File: src/hw/rtl/float32_square_root_macros.svh
// Assertion macros shared by the square-root block.
`ifndef FLOAT32_SQUARE_ROOT_MACROS_SVH
`define FLOAT32_SQUARE_ROOT_MACROS_SVH

// Implication checked on every rising clock edge outside reset.
`define FSQ_ASSERT_IMP(label, ante, cons, msg) \
	label: assert property (@(posedge clk) disable iff (!arst_n) (ante) |-> (cons)) \
		else $error(msg);

// Next-cycle implication checked outside reset.
`define FSQ_ASSERT_NEXT(label, ante, cons, msg) \
	label: assert property (@(posedge clk) disable iff (!arst_n) (ante) |=> (cons)) \
		else $error(msg);

`endif

File: src/hw/rtl/fsq_pkg.sv
// Package with the constants and types of the square-root pipeline.
package fsq_pkg;

	localparam int unsigned NumSteps  = 25;
	localparam int unsigned StepsPerStage = 5;
	localparam int unsigned NumStages = NumSteps / StepsPerStage;
	localparam int unsigned RemW = 28;

	localparam logic [31:0] ExpMask    = 32'h7f80_0000;
	localparam logic [31:0] QuietBit   = 32'h0040_0000;
	localparam logic [31:0] DefaultNan = 32'h7fc0_0000;
	localparam logic [31:0] HalfBias   = 32'h3f00_0000;

	// Per-item data carried alongside the recurrence.
	typedef struct packed {
		logic        special;
		logic [31:0] spec_root;
		logic        spec_inv;
		logic [7:0]  half;
	} fsq_side_t;

endpackage

File: src/hw/rtl/float32_square_root.sv
// Pipelined IEEE-754 single-precision square root, rounded to nearest even.
//
//  Channel | Signals                           | Direction
//  in      | in_valid, in_stall, operand       | beat into the block
//  out     | out_valid, out_stall, root, invalid, inexact | beat out of the block
//
// One beat is accepted per cycle while in_stall is low; the stages are unpack, five
// recurrence stages of five root bits each, round and pack.
// A stall on the output holds the occupied stages back to the first empty stage.
// Bubbles are squeezed out: a stage moves when the stage after it is empty or moving.
// Reset clears only the valid bits.
`include "float32_square_root_macros.svh"
module float32_square_root import fsq_pkg::*; (
	input  logic        clk,
	input  logic        arst_n,
	input  logic        in_valid,
	output logic        in_stall,
	input  logic [31:0] operand,
	output logic        out_valid,
	input  logic        out_stall,
	output logic [31:0] root,
	output logic        invalid,
	output logic        inexact
);

	localparam int unsigned NV = NumStages + 2;

	logic [NV-1:0] vld_q;
	logic [NV-1:0] adv;

	// Stage registers: index 0 is unpack, 1..NumStages recurrence outputs.
	logic [RemW-1:0] rem_q [NumStages+1];
	logic [26:0]     s_q   [NumStages+1];
	logic [25:0]     qt_q  [NumStages+1];
	fsq_side_t       side_q [NumStages+1];
	logic [31:0]     root_q;
	logic            inv_q;
	logic            inx_q;

	// Advance enables from the output backward.
	always_comb begin
		adv[NV-1] = !vld_q[NV-1] || !out_stall;
		for (int i = NV - 2; i >= 0; i--) begin
			adv[i] = !vld_q[i] || adv[i+1];
		end
	end
	assign in_stall = !adv[0];

	always_ff @(posedge clk or negedge arst_n) begin
		if (!arst_n) begin
			vld_q <= '0;
		end else begin
			if (adv[0]) vld_q[0] <= in_valid;
			for (int i = 1; i < NV; i++) begin
				if (adv[i]) vld_q[i] <= vld_q[i-1];
			end
		end
	end

	// Unpack: classify, normalize the significand, halve the exponent.
	logic [31:0] mag;
	logic [22:0] frac;
	logic [4:0]  lz;
	logic [23:0] sig;
	logic [8:0]  ebias;
	logic [24:0] sig2;
	fsq_side_t   side_d;

	always_comb begin
		mag  = {1'b0, operand[30:0]};
		frac = operand[22:0];
		lz   = '0;
		for (int k = 0; k < 23; k++) begin
			if (frac[k]) lz = 5'(22 - k) + 5'd1;
		end
		if (operand[30:23] == 8'd0) begin
			sig   = {1'b0, frac} << lz;
			// e + 256 with e = 1 - lz - 127
			ebias = 9'd130 - 9'(lz);
		end else begin
			sig   = {1'b1, frac};
			ebias = 9'(operand[30:23]) + 9'd129;
		end
		sig2 = ebias[0] ? {sig, 1'b0} : {1'b0, sig};
		side_d.half      = 8'(ebias[8:1] - 8'd128);
		side_d.special   = 1'b1;
		side_d.spec_inv  = 1'b0;
		side_d.spec_root = operand;
		if (mag == 32'd0) begin
			side_d.spec_root = operand;
		end else if (operand[31]) begin
			if (mag > ExpMask) begin
				side_d.spec_root = operand | QuietBit;
			end else begin
				side_d.spec_root = DefaultNan;
				side_d.spec_inv  = 1'b1;
			end
		end else if ((operand & ExpMask) == ExpMask) begin
			side_d.spec_root = operand;
		end else begin
			side_d.special = 1'b0;
		end
	end

	always_ff @(posedge clk) begin
		if (adv[0]) begin
			rem_q[0]  <= RemW'({sig2, 1'b0});
			s_q[0]    <= '0;
			qt_q[0]   <= '0;
			side_q[0] <= side_d;
		end
	end

	// Recurrence stages, five root bits each.
	for (genvar g = 0; g < NumStages; g++) begin : g_rec
		logic [RemW-1:0] r;
		logic [26:0]     s;
		logic [25:0]     q;
		logic [26:0]     b;
		logic [26:0]     t;
		always_comb begin
			r = rem_q[g];
			s = s_q[g];
			q = qt_q[g];
			for (int k = 0; k < StepsPerStage; k++) begin
				b = 27'(1) << (NumSteps - 1 - g * StepsPerStage - k);
				t = s + b;
				if (RemW'(t) <= r) begin
					s = t + b;
					r = r - RemW'(t);
					q = q | b[25:0];
				end
				r = r << 1;
			end
		end
		always_ff @(posedge clk) begin
			if (adv[g+1]) begin
				rem_q[g+1]  <= r;
				s_q[g+1]    <= s;
				qt_q[g+1]   <= q;
				side_q[g+1] <= side_q[g];
			end
		end
	end

	// Round to nearest even and pack; the halved exponent is sign-extended.
	logic        rnz;
	logic [25:0] qr;
	logic [31:0] res;
	fsq_side_t   sd;
	always_comb begin
		sd  = side_q[NumStages];
		rnz = rem_q[NumStages] != '0;
		qr  = qt_q[NumStages] + (rnz ? 26'(qt_q[NumStages][0]) : 26'd0);
		res = 32'(qr[25:1]) + HalfBias + ({{24{sd.half[7]}}, sd.half} << 23);
	end

	always_ff @(posedge clk) begin
		if (adv[NV-1]) begin
			root_q <= sd.special ? sd.spec_root : res;
			inv_q  <= sd.special & sd.spec_inv;
			inx_q  <= !sd.special & rnz;
		end
	end

	assign out_valid = vld_q[NV-1];
	assign root      = root_q;
	assign invalid   = inv_q;
	assign inexact   = inx_q;

	`FSQ_ASSERT_IMP(a_flags_excl, out_valid, !(invalid && inexact), "invalid and inexact together")
	`FSQ_ASSERT_IMP(a_inv_nan, out_valid && invalid, root == DefaultNan, "invalid without NaN")
	`FSQ_ASSERT_NEXT(a_hold, out_valid && out_stall, out_valid && $stable(root), "stalled beat moved")

endmodule
File: config.mk
export PLATFORM = sky130hd
export DESIGN_NAME = float32_square_root
export DESIGN_NICKNAME = d
export VERILOG_FILES = /design/src/hw/rtl/fsq_pkg.sv /design/src/hw/rtl/float32_square_root.sv
export VERILOG_INCLUDE_DIRS = /design/src /design/src/hw/rtl
export SDC_FILE = /design/constraint.sdc
export NUM_CORES = 2
export LEC_CHECK = 0
export ABC_AREA = 1
export ABC_CLOCK_PERIOD_IN_PS = 16149
export BUFFER_PORTS_ARGS = -buffer_cell sky130_fd_sc_hd__buf_2
export CORE_MARGIN = 5
export CORE_UTILIZATION = 35
export CTS_CLUSTER_SIZE = 10
export DETAILED_ROUTE_END_ITERATION = 10
export GPL_TIMING_DRIVEN = 0
export HOLD_SLACK_MARGIN = 0.05
export PLACE_DENSITY = 0.45
export SYNTH_ARGS = -nofsm -noshare
export SYNTH_HDL_FRONTEND = slang
export SYNTH_SLANG_ARGS = --single-unit
File: constraint.sdc
create_clock -name clk -period 16.15 [get_ports clk]
set_input_delay 1.615 -clock clk [delete_from_list [all_inputs] [get_ports clk]]
set_output_delay 1.615 -clock clk [all_outputs]
set_load 0.02 [all_outputs]
==> flow_summary_export.csv <==
group,metric,value,unit
clock_tree,cts.clk_slew.worst_paths,70,ps
global_route,grt_max_degree,72,
placed_design,dp_hpwl,106000,microns
drt,wl,129000,microns
global_route,antenna_found_initial,6,
final_layout,seqCellArea,14800,sq um
hold_path,hp-start,"side_q[0][35]",
final_layout,final_area,47400,sq um
sta,report.final.slew_viol_count,0,
worst_setup_path,crit_top_cell,"nand2_1",
global_route,overflow,0,
worst_setup_path,max_stage_delay,830,ps
final_layout,instances_no_fill,7161,
worst_setup_path,regToRegSetupSlack,1610,ps
final_layout,area_growth,9.92,%
hold_path,hold_end,"side_q[1][35]",
final_layout,multiInputGateArea,25000,sq um
final_layout,fillers,12700,
sta,fin_worst_skew,47.1,ps
clock_tree,holdBufCountCts,0,
clock_tree,clkLatencyLatePin,660,ps
clock_tree,clock_path_buffers,3,
clock_tree,cts_made_buffers,60,
worst_setup_path,r2r-end,"rem_q[5][26]",
global_route,grt_usage,19.4,%
global_route,grt_pass1_vias,34700,
hold_path,hold_depth,0,
sta,setup_viol,0,
worst_setup_path,r2r_cells,83,
logic_synthesis,yosys_register_bits,495,
floorplan,initial_core_util,35.3,%
worst_setup_path,start_kind,"flop",
clock_tree,cts_resized,0,
logic_synthesis,synth.cell_area,43100,sq um
sta,max_slew_margin,39.8,%
worst_setup_path,arrival,15030,ps
sta,period_minus_slack,14540,ps
logic_synthesis,synth_nets,6028,
placed_design,io_buffers,71,
hold_path,hp-class,"reg -> reg",
sta,fmax,68.8,MHz
drt,drtPass1Iterations,6,
placed_design,place_area,45700,sq um
drt,ant_nets,0,
drt,vias,35500,
worst_setup_path,path_class,"reg -> reg",
floorplan,core.rowCount,128,
placed_design,place.gp.congestion,0.885,
logic_synthesis,ys_warn_count,0,
sta,rsz0062_at_grt,"false",
clock_tree,clk_root_buffer_cell,"clkbuf_16",
logic_synthesis,avgSynthCellArea,8.03,sq um
floorplan,die_y,361,microns
worst_setup_path,worstReg2RegStart,"s_q[4][25]",
worst_setup_path,path_max_fanout,20,
final_layout,drive_above_1_share,6.43,%
final_layout,fin_util,38.8,%
sta,period_share,90.1,%
logic_synthesis,netlist_instances,5369,
logic_synthesis,ys.flop_type,"edfxtp_1",
drt,first_iter_violations,2240,
clock_tree,cts.sinks,495,
placed_design,dp_cells,7071,
drt,viasPerCell,4.95,
logic_synthesis,synth-edff-count,488,
drt,wire_per_inst,18.1,microns
final_layout,final_nets,6165,
clock_tree,htree_levels,2,
floorplan,fp.dieArea,130000,sq um
floorplan,io_pins,72,
floorplan,core_area,122000,sq um
logic_synthesis,async_flop_share,1.41,%
floorplan,dieWidth,361,microns
status,status,"finished, final reports clean",
global_route,grt_pass1_wl,201000,microns
logic_synthesis,ys_seq_area_share,34.4,%
sta,worst_pin_slew,894,ps
clock_tree,cts_tree,"built",
job,maxCapViolations,0,
worst_setup_path,crit_path_top_delay_cell,"edfxtp_1",
worst_setup_path,critPathCaptureType,"flop",
drt,post-route-drc-count,0,
logic_synthesis,synth.distinct_cells,79,
sta,hold_viol,0,
worst_setup_path,crit_required,16640,ps
==> sequential cells by signal, indices dropped and copies added, names as in the netlist <==
register,flops
root,32
inexact,1
rem_q,127
s_q,50
vld_q,7
side_q,252
invalid,1
qt_q,25
==> what timing repair did <==
item                                    in CTS  in global routing
endpoints found under the setup margin       0                  3
buffers inserted                             0                  0
hold endpoints to repair                     0                  0
==> logic make-up (layout without fill, tap and decap cells) <==
group           count (synthesis)  count (layout)  synth area share [%]
other cells                     0               1                     0
simple gates                 2124            2124                  21.4
xor+xnor                      231             231                  4.75
mux                             7               7                 0.163
buf+inv                       858            1024                  7.74
flops                         495             495                  34.4
fa+ha+maj                     623             623                  18.2
compound gates               1031            1031                  13.3
==> cell usage in the layout (no fill, tap or decap), drive strengths merged, types with 6 or more instances in the layout <==
cell type / instances
o22ai: 11
a221oi: 13
o221ai: 6
o31ai: 9
or2: 59
and2: 6
o21ai: 438
fa: 6
edfxtp: 488
xnor2: 92
nand2: 1316
a31oi: 17
nand3: 261
a21oi: 389
nor4: 26
mux2i: 7
nand4: 71
o21a: 26
a21o: 21
xor2: 139
nor3: 55
a21boi: 12
o21bai: 22
inv: 768
clkbuf: 125
nor2: 305
a211oi: 23
ha: 617
buf: 113
clkinv: 15
o211ai: 18
dfrtp: 7
nand3b: 14
==> cell usage after synthesis, types with 22 or more instances <==
cell type	n	share of area, %
nand2_2	32	0.46
edfxtp_1	488	34
clkbuf_1	53	0.46
nor4_1	25	0.36
nor2_1	292	2.5
xnor2_1	91	1.8
nand2_1	1274	11
nand4_1	70	1.0
a21oi_1	386	4.5
o21a_1	26	0.45
o21ai_0	379	4.4
or2_2	53	0.77
a211oi_1	23	0.40
inv_1	745	6.5
nor3_1	54	0.63
ha_1	617	18
o21ai_1	53	0.62
nand3_1	244	2.8
o21bai_1	22	0.38
xor2_1	138	2.8
==> routing by layer <==
layer	global-route usage, %	routed length [microns]	vias to the layer above	share of wire [%]
li1	-	-	18300	-
met1	26.0	60800	16500	47
met2	33.7	61200	555	47
met3	1.87	4050	170	3.1
met4	4.66	3290	0	2.5
met5	0	0	-	0
==> stage by stage <==
stage / TNS, ps / setup WS (ps) / hold WS, ps
2_1_floorplan: 0 / 3100 / 400
3_3_place_gp: -137100 / -2030 / 401
6_report: 0 / 1610 / 414
4_1_cts: 0 / 1070 / 416
3_5_place_dp: 0 / 1240 / 405
5_1_grt: 0 / 128 / 421
==> cell type report <==
cell class | count | area share, %
Tap cell | 1625 | 4.29
Clock inverter | 17 | 0.359
Buffer | 87 | 0.929
Inverter | 769 | 6.13
Antenna cell | 1 | 0.00528
Clock buffer | 74 | 3.28
Multi-Input combinational cell | 4016 | 52.7
Sequential cell | 495 | 31.3
Timing Repair Buffer | 77 | 1.07
==> worst max-delay path: cells and delay by family, from the launching register on <==
family                     cells  cell delay, ps
and+or+nand+nor               34            3820
xor gates and xnor gates       1             190
AOI/OAI and AO/OA             21            3630
DFF                            1             830
adders and majority gates      6            2010
buffers and inverters         21            3760
==> worst max-delay path by stage <==
| stage | from | endpoint | slack (ps) | cells after the start |
|---|---|---|---|---|
| finish | s_q[4][25] | rem_q[5][26] | 1610 | 83 |
| global route | s_q[4][25] | rem_q[5][26] | 130 | 83 |
| CTS | s_q[4][25] | rem_q[5][26] | 1070 | 83 |
| detailed placement | s_q[4][25] | rem_q[5][26] | 1240 | 83 |
| global placement | out_stall | rem_q[0][23] | -2030 | 14 |
| floorplan | out_stall | rem_q[0][0] | 3100 | 13 |
Power is left out: the tool's default activity adds up to more than one toggle a clock period on the data nets, which glitch-free logic cannot reach.
